## src/sv/stc_pkg.sv

```systemverilog
// Shared types, codes and the micro-program for the T/P/H trim compensation block.
// No dependencies; used by stc_alu and sensor_thp_compensation.
package stc_pkg;

  typedef enum logic [2:0] {
    UOP_ADD, UOP_SUB, UOP_MUL, UOP_ASR, UOP_SHL, UOP_DIV, UOP_END
  } uop_t;

  typedef enum logic [2:0] {
    TGT_NONE, TGT_FINE, TGT_TEMP, TGT_PRESS, TGT_HUM
  } tgt_t;

  typedef enum logic [2:0] {
    SEQ_IDLE, SEQ_FETCH, SEQ_ISSUE, SEQ_WAIT, SEQ_OUT
  } seq_st_t;

  typedef enum logic [1:0] {
    AS_IDLE, AS_MUL, AS_DIV
  } alu_st_t;

  typedef struct packed {
    logic       start;
    uop_t       op;
    logic [5:0] sh;
    logic       w32;
  } alu_req_t;

  typedef struct packed {
    uop_t       op;
    logic [3:0] dst;
    logic [5:0] a;
    logic [5:0] b;
    logic [5:0] sh;
    logic       w32;
    tgt_t       tgt;
  } uinst_t;

  // configuration register indexes
  localparam logic [2:0] CFG_TEMP    = 3'd0;
  localparam logic [2:0] CFG_PRESS_A = 3'd1;
  localparam logic [2:0] CFG_PRESS_B = 3'd2;
  localparam logic [2:0] CFG_PRESS_C = 3'd3;
  localparam logic [2:0] CFG_HUM_A   = 3'd4;
  localparam logic [2:0] CFG_HUM_B   = 3'd5;

  localparam logic [19:0] TEMP_SKIP  = 20'h80000;
  localparam logic [19:0] PRESS_SKIP = 20'h80000;
  localparam logic [15:0] HUM_SKIP   = 16'h8000;

  localparam logic [31:0] HUM_MAX    = 32'd419430400;
  localparam logic [16:0] HUM_MAX_Q  = 17'd102400;

  // operand codes: below 16 is a scratch register, 16 and above is a trim word,
  // an input, fine temperature or a constant
  localparam logic [5:0] R0 = 6'd0;
  localparam logic [5:0] R1 = 6'd1;
  localparam logic [5:0] R2 = 6'd2;
  localparam logic [5:0] R3 = 6'd3;
  localparam logic [5:0] R4 = 6'd4;
  localparam logic [5:0] R5 = 6'd5;
  localparam logic [5:0] R6 = 6'd6;
  localparam logic [5:0] R7 = 6'd7;
  localparam logic [5:0] SRC_T1 = 6'd16;
  localparam logic [5:0] SRC_T2 = 6'd17;
  localparam logic [5:0] SRC_T3 = 6'd18;
  localparam logic [5:0] SRC_P1 = 6'd19;
  localparam logic [5:0] SRC_P2 = 6'd20;
  localparam logic [5:0] SRC_P3 = 6'd21;
  localparam logic [5:0] SRC_P4 = 6'd22;
  localparam logic [5:0] SRC_P5 = 6'd23;
  localparam logic [5:0] SRC_P6 = 6'd24;
  localparam logic [5:0] SRC_P7 = 6'd25;
  localparam logic [5:0] SRC_P8 = 6'd26;
  localparam logic [5:0] SRC_P9 = 6'd27;
  localparam logic [5:0] SRC_H1 = 6'd28;
  localparam logic [5:0] SRC_H2 = 6'd29;
  localparam logic [5:0] SRC_H3 = 6'd30;
  localparam logic [5:0] SRC_H4 = 6'd31;
  localparam logic [5:0] SRC_H5 = 6'd32;
  localparam logic [5:0] SRC_H6 = 6'd33;
  localparam logic [5:0] SRC_ADT = 6'd34;
  localparam logic [5:0] SRC_ADP = 6'd35;
  localparam logic [5:0] SRC_ADH = 6'd36;
  localparam logic [5:0] SRC_FINE = 6'd37;
  localparam logic [5:0] SRC_C1 = 6'd38;
  localparam logic [5:0] SRC_C5 = 6'd39;
  localparam logic [5:0] SRC_C128 = 6'd40;
  localparam logic [5:0] SRC_C128000 = 6'd41;
  localparam logic [5:0] SRC_C1048576 = 6'd42;
  localparam logic [5:0] SRC_C3125 = 6'd43;
  localparam logic [5:0] SRC_C76800 = 6'd44;
  localparam logic [5:0] SRC_C2097152 = 6'd45;
  localparam logic [5:0] SRC_C16384 = 6'd46;
  localparam logic [5:0] SRC_C8192 = 6'd47;
  localparam logic [5:0] SRC_C32768 = 6'd48;

  localparam logic [6:0] PC_TEMP  = 7'd0;
  localparam logic [6:0] PC_PRESS = 7'd16;
  localparam logic [6:0] PC_HUM   = 7'd50;

  function automatic uinst_t mk(uop_t op, logic [5:0] d, logic [5:0] a, logic [5:0] b,
                                logic [5:0] sh, logic w, tgt_t t);
    uinst_t u;
    u.op  = op;
    u.dst = d[3:0];
    u.a   = a;
    u.b   = b;
    u.sh  = sh;
    u.w32 = w;
    u.tgt = t;
    return u;
  endfunction

  function automatic uinst_t ucode(logic [6:0] pc);
    uinst_t u;
    case (pc)
      // temperature, 32-bit wrap
      7'd0:  u = mk(UOP_ASR, R0, SRC_ADT, SRC_ADT, 6'd3, 1'b1, TGT_NONE);
      7'd1:  u = mk(UOP_SHL, R1, SRC_T1, SRC_T1, 6'd1, 1'b1, TGT_NONE);
      7'd2:  u = mk(UOP_SUB, R0, R0, R1, 6'd0, 1'b1, TGT_NONE);
      7'd3:  u = mk(UOP_MUL, R0, R0, SRC_T2, 6'd0, 1'b1, TGT_NONE);
      7'd4:  u = mk(UOP_ASR, R0, R0, R0, 6'd11, 1'b1, TGT_NONE);
      7'd5:  u = mk(UOP_ASR, R1, SRC_ADT, SRC_ADT, 6'd4, 1'b1, TGT_NONE);
      7'd6:  u = mk(UOP_SUB, R1, R1, SRC_T1, 6'd0, 1'b1, TGT_NONE);
      7'd7:  u = mk(UOP_MUL, R1, R1, R1, 6'd0, 1'b1, TGT_NONE);
      7'd8:  u = mk(UOP_ASR, R1, R1, R1, 6'd12, 1'b1, TGT_NONE);
      7'd9:  u = mk(UOP_MUL, R1, R1, SRC_T3, 6'd0, 1'b1, TGT_NONE);
      7'd10: u = mk(UOP_ASR, R1, R1, R1, 6'd14, 1'b1, TGT_NONE);
      7'd11: u = mk(UOP_ADD, R0, R0, R1, 6'd0, 1'b1, TGT_FINE);
      7'd12: u = mk(UOP_MUL, R0, R0, SRC_C5, 6'd0, 1'b1, TGT_NONE);
      7'd13: u = mk(UOP_ADD, R0, R0, SRC_C128, 6'd0, 1'b1, TGT_NONE);
      7'd14: u = mk(UOP_ASR, R0, R0, R0, 6'd8, 1'b1, TGT_TEMP);
      7'd15: u = mk(UOP_END, R0, R0, R0, 6'd0, 1'b0, TGT_NONE);
      // pressure, 64-bit wrap
      7'd16: u = mk(UOP_SUB, R0, SRC_FINE, SRC_C128000, 6'd0, 1'b0, TGT_NONE);
      7'd17: u = mk(UOP_MUL, R1, R0, R0, 6'd0, 1'b0, TGT_NONE);
      7'd18: u = mk(UOP_MUL, R2, R1, SRC_P6, 6'd0, 1'b0, TGT_NONE);
      7'd19: u = mk(UOP_MUL, R3, R0, SRC_P5, 6'd0, 1'b0, TGT_NONE);
      7'd20: u = mk(UOP_SHL, R3, R3, R3, 6'd17, 1'b0, TGT_NONE);
      7'd21: u = mk(UOP_ADD, R2, R2, R3, 6'd0, 1'b0, TGT_NONE);
      7'd22: u = mk(UOP_SHL, R3, SRC_P4, SRC_P4, 6'd35, 1'b0, TGT_NONE);
      7'd23: u = mk(UOP_ADD, R2, R2, R3, 6'd0, 1'b0, TGT_NONE);
      7'd24: u = mk(UOP_MUL, R3, R1, SRC_P3, 6'd0, 1'b0, TGT_NONE);
      7'd25: u = mk(UOP_ASR, R3, R3, R3, 6'd8, 1'b0, TGT_NONE);
      7'd26: u = mk(UOP_MUL, R4, R0, SRC_P2, 6'd0, 1'b0, TGT_NONE);
      7'd27: u = mk(UOP_SHL, R4, R4, R4, 6'd12, 1'b0, TGT_NONE);
      7'd28: u = mk(UOP_ADD, R3, R3, R4, 6'd0, 1'b0, TGT_NONE);
      7'd29: u = mk(UOP_SHL, R4, SRC_C1, SRC_C1, 6'd47, 1'b0, TGT_NONE);
      7'd30: u = mk(UOP_ADD, R3, R4, R3, 6'd0, 1'b0, TGT_NONE);
      7'd31: u = mk(UOP_MUL, R3, R3, SRC_P1, 6'd0, 1'b0, TGT_NONE);
      7'd32: u = mk(UOP_ASR, R3, R3, R3, 6'd33, 1'b0, TGT_NONE);
      7'd33: u = mk(UOP_SUB, R4, SRC_C1048576, SRC_ADP, 6'd0, 1'b0, TGT_NONE);
      7'd34: u = mk(UOP_SHL, R4, R4, R4, 6'd31, 1'b0, TGT_NONE);
      7'd35: u = mk(UOP_SUB, R4, R4, R2, 6'd0, 1'b0, TGT_NONE);
      7'd36: u = mk(UOP_MUL, R4, R4, SRC_C3125, 6'd0, 1'b0, TGT_NONE);
      7'd37: u = mk(UOP_DIV, R4, R4, R3, 6'd0, 1'b0, TGT_NONE);
      7'd38: u = mk(UOP_ASR, R5, R4, R4, 6'd13, 1'b0, TGT_NONE);
      7'd39: u = mk(UOP_MUL, R6, SRC_P9, R5, 6'd0, 1'b0, TGT_NONE);
      7'd40: u = mk(UOP_MUL, R6, R6, R5, 6'd0, 1'b0, TGT_NONE);
      7'd41: u = mk(UOP_ASR, R6, R6, R6, 6'd25, 1'b0, TGT_NONE);
      7'd42: u = mk(UOP_MUL, R7, SRC_P8, R4, 6'd0, 1'b0, TGT_NONE);
      7'd43: u = mk(UOP_ASR, R7, R7, R7, 6'd19, 1'b0, TGT_NONE);
      7'd44: u = mk(UOP_ADD, R4, R4, R6, 6'd0, 1'b0, TGT_NONE);
      7'd45: u = mk(UOP_ADD, R4, R4, R7, 6'd0, 1'b0, TGT_NONE);
      7'd46: u = mk(UOP_ASR, R4, R4, R4, 6'd8, 1'b0, TGT_NONE);
      7'd47: u = mk(UOP_SHL, R5, SRC_P7, SRC_P7, 6'd4, 1'b0, TGT_NONE);
      7'd48: u = mk(UOP_ADD, R4, R4, R5, 6'd0, 1'b0, TGT_PRESS);
      7'd49: u = mk(UOP_END, R0, R0, R0, 6'd0, 1'b0, TGT_NONE);
      // humidity, 32-bit wrap
      7'd50: u = mk(UOP_SUB, R0, SRC_FINE, SRC_C76800, 6'd0, 1'b1, TGT_NONE);
      7'd51: u = mk(UOP_SHL, R1, SRC_ADH, SRC_ADH, 6'd14, 1'b1, TGT_NONE);
      7'd52: u = mk(UOP_SHL, R2, SRC_H4, SRC_H4, 6'd20, 1'b1, TGT_NONE);
      7'd53: u = mk(UOP_SUB, R1, R1, R2, 6'd0, 1'b1, TGT_NONE);
      7'd54: u = mk(UOP_MUL, R2, SRC_H5, R0, 6'd0, 1'b1, TGT_NONE);
      7'd55: u = mk(UOP_SUB, R1, R1, R2, 6'd0, 1'b1, TGT_NONE);
      7'd56: u = mk(UOP_ADD, R1, R1, SRC_C16384, 6'd0, 1'b1, TGT_NONE);
      7'd57: u = mk(UOP_ASR, R1, R1, R1, 6'd15, 1'b1, TGT_NONE);
      7'd58: u = mk(UOP_MUL, R2, R0, SRC_H6, 6'd0, 1'b1, TGT_NONE);
      7'd59: u = mk(UOP_ASR, R2, R2, R2, 6'd10, 1'b1, TGT_NONE);
      7'd60: u = mk(UOP_MUL, R3, R0, SRC_H3, 6'd0, 1'b1, TGT_NONE);
      7'd61: u = mk(UOP_ASR, R3, R3, R3, 6'd11, 1'b1, TGT_NONE);
      7'd62: u = mk(UOP_ADD, R3, R3, SRC_C32768, 6'd0, 1'b1, TGT_NONE);
      7'd63: u = mk(UOP_MUL, R2, R2, R3, 6'd0, 1'b1, TGT_NONE);
      7'd64: u = mk(UOP_ASR, R2, R2, R2, 6'd10, 1'b1, TGT_NONE);
      7'd65: u = mk(UOP_ADD, R2, R2, SRC_C2097152, 6'd0, 1'b1, TGT_NONE);
      7'd66: u = mk(UOP_MUL, R2, R2, SRC_H2, 6'd0, 1'b1, TGT_NONE);
      7'd67: u = mk(UOP_ADD, R2, R2, SRC_C8192, 6'd0, 1'b1, TGT_NONE);
      7'd68: u = mk(UOP_ASR, R2, R2, R2, 6'd14, 1'b1, TGT_NONE);
      7'd69: u = mk(UOP_MUL, R1, R1, R2, 6'd0, 1'b1, TGT_NONE);
      7'd70: u = mk(UOP_ASR, R3, R1, R1, 6'd15, 1'b1, TGT_NONE);
      7'd71: u = mk(UOP_MUL, R3, R3, R3, 6'd0, 1'b1, TGT_NONE);
      7'd72: u = mk(UOP_ASR, R3, R3, R3, 6'd7, 1'b1, TGT_NONE);
      7'd73: u = mk(UOP_MUL, R3, R3, SRC_H1, 6'd0, 1'b1, TGT_NONE);
      7'd74: u = mk(UOP_ASR, R3, R3, R3, 6'd4, 1'b1, TGT_NONE);
      7'd75: u = mk(UOP_SUB, R1, R1, R3, 6'd0, 1'b1, TGT_HUM);
      default: u = mk(UOP_END, R0, R0, R0, 6'd0, 1'b0, TGT_NONE);
    endcase
    return u;
  endfunction

endpackage

```

## src/sv/stc_alu.sv

```systemverilog
// Shared 64-bit arithmetic unit: add, subtract, shifts, wrapping multiply on one
// 32x32 multiplier, signed divide one quotient bit a cycle.
// Depends on stc_pkg.
module stc_alu (
  input  logic                clk,
  input  logic                rst_n,
  input  stc_pkg::alu_req_t   req,
  input  logic [63:0]         opa,
  input  logic [63:0]         opb,
  output logic                done,
  output logic [63:0]         result
);

  stc_pkg::alu_st_t st_r, st_nxt;
  logic [63:0] a_r, b_r, prod_r, acc_r, q_r, rem_r, mb_r, res_r;
  logic [5:0]  cnt_r;
  logic        neg_r, w32_r, done_r;
  logic [31:0] mx, my;
  logic [63:0] mul_p, simple_res, rem_sh, q_sh, acc_fin, q_fin;
  logic        ge;

  function automatic logic [63:0] fix(logic [63:0] r, logic w);
    return w ? {{32{r[31]}}, r[31:0]} : r;
  endfunction

  always_comb begin
    case (st_r)
      stc_pkg::AS_IDLE: begin
        if (req.start && req.op == stc_pkg::UOP_MUL) begin
          st_nxt = stc_pkg::AS_MUL;
        end else if (req.start && req.op == stc_pkg::UOP_DIV) begin
          st_nxt = stc_pkg::AS_DIV;
        end else begin
          st_nxt = stc_pkg::AS_IDLE;
        end
      end
      stc_pkg::AS_MUL: st_nxt = (cnt_r == 6'd3) ? stc_pkg::AS_IDLE : stc_pkg::AS_MUL;
      stc_pkg::AS_DIV: st_nxt = (cnt_r == 6'd63) ? stc_pkg::AS_IDLE : stc_pkg::AS_DIV;
      default:         st_nxt = stc_pkg::AS_IDLE;
    endcase
  end

  always_comb begin
    case (req.op)
      stc_pkg::UOP_ADD: simple_res = opa + opb;
      stc_pkg::UOP_SUB: simple_res = opa - opb;
      stc_pkg::UOP_ASR: simple_res = 64'($signed(opa) >>> req.sh);
      stc_pkg::UOP_SHL: simple_res = opa << req.sh;
      default:          simple_res = 64'd0;
    endcase
    // pick the partial product for this step
    case (cnt_r[1:0])
      2'd0:    begin mx = a_r[31:0];  my = b_r[31:0];  end
      2'd1:    begin mx = a_r[31:0];  my = b_r[63:32]; end
      default: begin mx = a_r[63:32]; my = b_r[31:0];  end
    endcase
    mul_p   = 64'(mx) * 64'(my);
    acc_fin = acc_r + {prod_r[31:0], 32'd0};
    rem_sh  = {rem_r[62:0], q_r[63]};
    ge      = (rem_sh >= mb_r);
    q_sh    = {q_r[62:0], ge};
    q_fin   = neg_r ? (64'd0 - q_sh) : q_sh;
  end

  always_ff @(posedge clk) begin
    if (!rst_n) begin
      st_r   <= stc_pkg::AS_IDLE;
      done_r <= 1'b0;
      cnt_r  <= 6'd0;
    end else begin
      st_r   <= st_nxt;
      done_r <= 1'b0;
      case (st_r)
        stc_pkg::AS_IDLE: begin
          if (req.start) begin
            w32_r <= req.w32;
            a_r   <= opa;
            b_r   <= opb;
            cnt_r <= 6'd0;
            rem_r <= 64'd0;
            neg_r <= opa[63] ^ opb[63];
            q_r   <= opa[63] ? (64'd0 - opa) : opa;
            mb_r  <= opb[63] ? (64'd0 - opb) : opb;
            if (req.op != stc_pkg::UOP_MUL && req.op != stc_pkg::UOP_DIV) begin
              res_r  <= fix(simple_res, req.w32);
              done_r <= 1'b1;
            end
          end
        end
        stc_pkg::AS_MUL: begin
          cnt_r  <= cnt_r + 6'd1;
          prod_r <= mul_p;
          case (cnt_r[1:0])
            2'd0:    ;
            2'd1:    acc_r <= prod_r;
            2'd2:    acc_r <= acc_fin;
            default: begin
              res_r  <= fix(acc_fin, w32_r);
              done_r <= 1'b1;
            end
          endcase
        end
        stc_pkg::AS_DIV: begin
          cnt_r <= cnt_r + 6'd1;
          rem_r <= ge ? (rem_sh - mb_r) : rem_sh;
          q_r   <= q_sh;
          if (cnt_r == 6'd63) begin
            res_r  <= fix(q_fin, w32_r);
            done_r <= 1'b1;
          end
        end
        default: ;
      endcase
    end
  end

  assign done   = done_r;
  assign result = res_r;

endmodule

```

## config.mk

```make
export PLATFORM = sky130hd
export DESIGN_NAME = stc_alu
export DESIGN_NICKNAME = d
export VERILOG_FILES = /design/src/sv/stc_pkg.sv /design/src/sv/stc_alu.sv
export SDC_FILE = /design/constraint.sdc
export NUM_CORES = 2
export LEC_CHECK = 0
export ABC_CLOCK_PERIOD_IN_PS = 11800
export BUFFER_PORTS_ARGS = -buffer_cell sky130_fd_sc_hd__buf_4
export CELL_PAD_IN_SITES_DETAIL_PLACEMENT = 1
export CELL_PAD_IN_SITES_GLOBAL_PLACEMENT = 1
export CORE_MARGIN = 4
export CORE_UTILIZATION = 51
export DETAILED_ROUTE_END_ITERATION = 6
export PLACE_DENSITY_LB_ADDON = 0.08
export SYNTH_ARGS = -nofsm -noshare
export SYNTH_HDL_FRONTEND = slang
export SYNTH_SLANG_ARGS = --single-unit
```

## constraint.sdc

```tcl
create_clock -name clk -period 11.8 [get_ports clk]
set_clock_uncertainty 0.2 [all_clocks]
set_input_delay 1.77 -clock clk [delete_from_list [all_inputs] [get_ports clk]]
set_output_delay 1.77 -clock clk [all_outputs]
set_load 0.01 [all_outputs]
```

### After elaboration in Yosys (flattened, before gate mapping)

Cells that the tools add are included.
W data, S select, Z words.

* flip-flop bits (word level): 522
* input bits: 141
* output and inout port bits: 65
* logic and storage cells: 95

* add/sub/neg operators: 8
* $mul: 1
* magnitude comparators: 1
* eq/ne operators: 17
* shift operators: 2
* mux-type cells: 32
* bitwise operators: 1
* reduce and logical (&&, ||, !) cells: 19

Operators with widths (count)
* $mux W64: 10
* $pmux W64 S2: 2
* $pmux W64 S4: 1
* $pmux W64 S3: 1
* $sub A1 B64 Y64 const A: 3
* $mux W63: 3
* $add A64 B64 Y64: 2
* $pmux W63 S2: 1
* $ge A64 B64 Y1: 1
* $mul A32 B32 Y64: 1
* $mux W32: 2
* $shl A64 B6 Y64: 1
* $sshr A64 B6 Y64: 1
* $sub A64 B64 Y64: 1
* $sub A63 B63 Y63: 1
* $pmux W6 S2: 1
* $reduce_and A3 Y1: 3
* $ne A2 B2 Y1 const B: 4
* $add A6 B1 Y6 const B: 1
* $eq A3 B2 Y1 const B: 2
* $eq A3 B3 Y1 const B: 2
* $eq A6 B2 Y1 const B: 1
* $eq A6 B6 Y1 const B: 1
* $mux W2: 3
* other kinds (19): 32

### Longest topological paths before layout

* word-level depth: 6
* gate-level depth with buffers: 35

### Least setup slack after synthesis

OpenSTA, ideal clock, no wires.

* kind: reg2reg
* start: register cnt_r[1]
* end: register prod_r[60], data pin
* library setup time: 0.137 ns
* arrival time: 9.567 ns
* required time: 11.463 ns
* setup slack: 1.896 ns
* cell stages (with the launch flop): 36
* path buffers: 4
* path through: dfxtp_1 inv_1 ha_1 clkbuf_1 nor2_1 clkbuf_1 mux2i_1 clkbuf_1 nor2_1 fa_1 inv_1 fa_1 inv_1 fa_1 inv_1 fa_1 inv_1 fa_1 fa_1 fa_1 inv_1 fa_1 inv_1 ha_1 clkbuf_1 a21oi_1 o21ai_0 a21oi_1 o21ai_0 a31oi_1 o221ai_1 nor2_1 o31ai_1 a31oi_1 or4b_2 nand4_1

* word-level cells in the longest chain between the ends: 4
* elaborated cells between the ends (all ways): 6
* classes of those cells: 1 x mul; 1 x eq/ne; 2 x mux; 2 x reduce/logical

RTL lines
* from (decl): RTL line stc_alu.sv:16 `logic [5:0] cnt_r;`
* from (signal assigned): RTL line stc_alu.sv:91 `cnt_r <= cnt_r + 6'd1;`
* from (signal assigned): RTL line stc_alu.sv:104 `cnt_r <= cnt_r + 6'd1;`
* $eq A2 B1 Y1 / $logic_not A2 Y1 (equally long branches): RTL line stc_alu.sv:52 `case (cnt_r[1:0])`
* $reduce_or A2 Y1 (no line)
* $mux W32: RTL line stc_alu.sv:52
* $mul A32 B32 Y64 (*): RTL line stc_alu.sv:57 `mul_p = 64'(mx) * 64'(my);`
* via mul_p[60]: RTL line stc_alu.sv:19 `logic [63:0] mul_p, simple_res, rem_sh, q_sh, acc_fin, q_fin;`
* to (signal assigned): RTL line stc_alu.sv:92 `prod_r <= mul_p;`
* to (decl): RTL line stc_alu.sv:15 `logic [63:0] a_r, b_r, prod_r, acc_r, q_r, rem_r, mb_r, res_r;`

Mark *: on every way through the listed nets, which the timed path passes. The rest lies on a longest branch.
A chain may end at the register's enable or synchronous reset.

### Worst setup path in the final report

* start: register cnt_r[1]
* end: register prod_r[63], data pin

Same word-level chain as after synthesis.

==> parameters.txt <==
Parameter                              Value

Outcome
  Run status ... complete, but fails checks
  Violations in the final reports ... DRC, capacitance limit, slew limit

Place
  Worst slack at placement ... 1.31 ns
  Port bufs ... 205
  DP Wirelength ... 270000 um
  Final estimated routing congestion in global placement ... 1.07

Detailed routing
  Detailed Routing Iterations Pass 1 ... 7
  DRC marker count from the first detailed-route iteration ... 8004
  Ratio of routed vias to standard cells ... 6.61
  Mean routed wirelength per cell ... 34.0 um
  Total vias in the final route ... 67400
  Number of DRC violations after detailed routing ... 2
  Wire length reported by the detailed router ... 346000 um
  Number of nets still failing antenna checks after routing ... 0

CTS
  Number of CTS-inserted buffers ... 67
  Resize count post-CTS ... 0
  Root buffer cell ... clkbuf_16
  Count of buffers added by post-CTS timing repair for setup ... 0
  CTS clock-pin slew for the worst setup and hold paths ... 0.06 ns
  Clock tree from TritonCTS ... yes
  Deepest clock path buffer count ... 3
  CTS Sinks ... 521
  Cts hold-fix bufs ... 0
  # H-tree levels ... 3
  Latest clock arrival within the worst-skew pair ... 0.68 ns

Global route
  Number of global-route vias before repair ... 69600
  Total congestion overflow after global routing ... 0
  Largest net degree at the start of global routing ... 103
  Number of antenna violations at the first check in global routing ... 29
  Total routing resource utilization after global routing ... 45.1%
  Wire length of the first global-routing pass ... 495000 um

STA
  Worst Max-Slew Pin Slew ... 1.55 ns
  Hold violation total from the final report ... 0
  Slack of the critical path ... 1.17 ns
  Slew headroom ... -3.29%
  Fin Setup TNS ... 0 ns
  Count of final max-slew check failures ... 1
  Number of setup violations in the final report ... 0
  Max Freq ... 94.1 MHz
  Ratio of final minimum period to clock period ... 90.1%
  Time the final worst path needs with I/O delays and setup ... 10.63 ns
  RSZ-0062 raised after global routing ... no

Synth
  Synthesized net count ... 9731
  Dominant cells by area after synthesis ... fa_1 24%, edfxtp_1 21%, ha_1 7.3%
  Ys Warns ... 0
  Share of async-settable or async-resettable flops after synthesis ... 0%
  Most repeated cell in the gate-level netlist after synthesis ... nor2_1
  List of most frequent post-synthesis cells ... 1075 x nor2_1, 988 x inv_1, 934 x nand2_1, 899 x fa_1, 512 x edfxtp_1
  Cell taking the most area after synthesis ... fa_1
  Syn Std Cell Area ... 0.0746 mm^2
  EDFF count, synth ... 512
  Post-synthesis sequential element count ... 521
  Synthesized netlist cell count ... 8258
  Top_reg_cell synth ... edfxtp_1
  Synthesized area per cell ... 9.03 um^2
  Number of different library cells in the post-synthesis netlist ... 93
  Sequential cell area fraction in the yosys report ... 20.9%
  Share of the synthesized area in the top cell type ... 24.1%

Die
  Std-Cell Core Area ... 0.145 mm^2
  Total die area ... 0.152 mm^2
  Die outline width ... 390 um
  Number of placement rows ... 140
  Count of boundary I/O pins ... 206
  Effective utilization at floorplan ... 51.3%
  Die boundary height ... 390 um

Finish
  Multi-input gate area ... 0.0537 mm^2
  Proportion of layout cells with a drive suffix above 1 ... 9.78%
  Net count of the finished layout ... 9662
  Flip-flop and latch area ... 0.0156 mm^2
  Layout filler cell count ... 16700
  Relative area change from synthesis to final layout ... 7.81%
  Fraction of the core area covered by cells at the end of the flow ... 55.3%

Critical path
  CP dominant cell by count ... fa_1
  Largest fanout of any net on the critical path ... 20
  Kind of end point of the critical path ... flop
  CP arrival ... 10.86 ns
  Slowest cell on crit path ... a221oi_1
  Critical path data required time ... 12.03 ns
  Worst Path Class, Setup ... flop to flop
  CP max stage delay ... 0.66 ns
  Startpoint types ... flop

Worst hold path
  Path type of the worst min-delay path ... flop to flop

Flow run
  MaxCap Viol Count ... 1
==> metal layers <==
metal / up-vias / part of all wire (%) / global-route usage (%)
met1: 34600 / 37 / 56.2
met4: 14 / 7.9 / 28.7
li1: 27600 / - / -
met3: 1101 / 12 / 14.6
met2: 4022 / 44 / 67.6
met5: - / 0.093 / 0.319
==> worst paths after layout <==
check / startpoint / endpoint / slack [ns] / cells past startpoint
worst max-delay path: cnt_r[1] / prod_r[63] / 1.17 / 31
worst min-delay path: cnt_r[5] / cnt_r[5] / 0.32 / 2
worst max register to register: cnt_r[1] / prod_r[63] / 1.17 / 31
worst min register to register: cnt_r[5] / cnt_r[5] / 0.32 / 2
==> cells in the final DEF, fill, tap and decap left out, types with 158 or more instances in the layout <==
cell type / synthesis / routed
nor2_1: 1075 / 1071
inv_1: 988 / 984
nand2_1: 934 / 933
fa_1: 899 / 899
edfxtp_1: 512 / 512
ha_1: 433 / 430
a21oi_1: 410 / 409
o21ai_0: 401 / 400
buf_4: 2 / 366
xnor2_1: 237 / 237
xor2_1: 196 / 196
mux2i_1: 212 / 158
==> flip-flops by register name, summed over array words and instances (netlist names), 63 cells and up <==
register / cells
b_r: 64
q_r: 64
rem_r: 63
prod_r: 64
result: 64
acc_r: 64
a_r: 64
mb_r: 63
==> layout make-up <==
class	instances	share of cell area [%]
well taps	1917	2.98
repair buffers	367	3.43
flip-flops and latches	521	19.4
inverters	990	4.63
clock inverters	41	0.458
clock buffers	80	2.23
diodes	26	0.0809
multi-input cells	6242	66.8
==> critical path, delay by kind of cell, from the launching register on <==
kind                       cells  cell delay, ns
muxes                          1            0.58
buffers and inverters          7            1.12
DFF                            1            0.42
adders and majority gates     10            4.29
and+or+nand+nor                5            1.24
AOI/OAI and AO/OA              7            2.41
xor gates and xnor gates       1            0.13
==> metrics by stage <==
step                      cells  area, um^2  hold WS, ns
after global routing      10200       80300        0.370
final                     10200       80400        0.324
after global placement    10000       78200        0.287
after floorplan            8258       74600        0.267
after CTS                 10200       80300        0.324
after detailed placement  10000       78200        0.315
==> logic make-up after synthesis <==
kind of cell / synth area share, %
simple gates: 14.8
compound gates: 12.4
flops: 20.9
fa+ha+maj: 31.4
buf+inv: 7.57
mux: 7.83
xor+xnor: 5.09
Power is left out: the tool's default activity adds up to more than one toggle a clock period on the data nets, which glitch-free logic cannot reach.
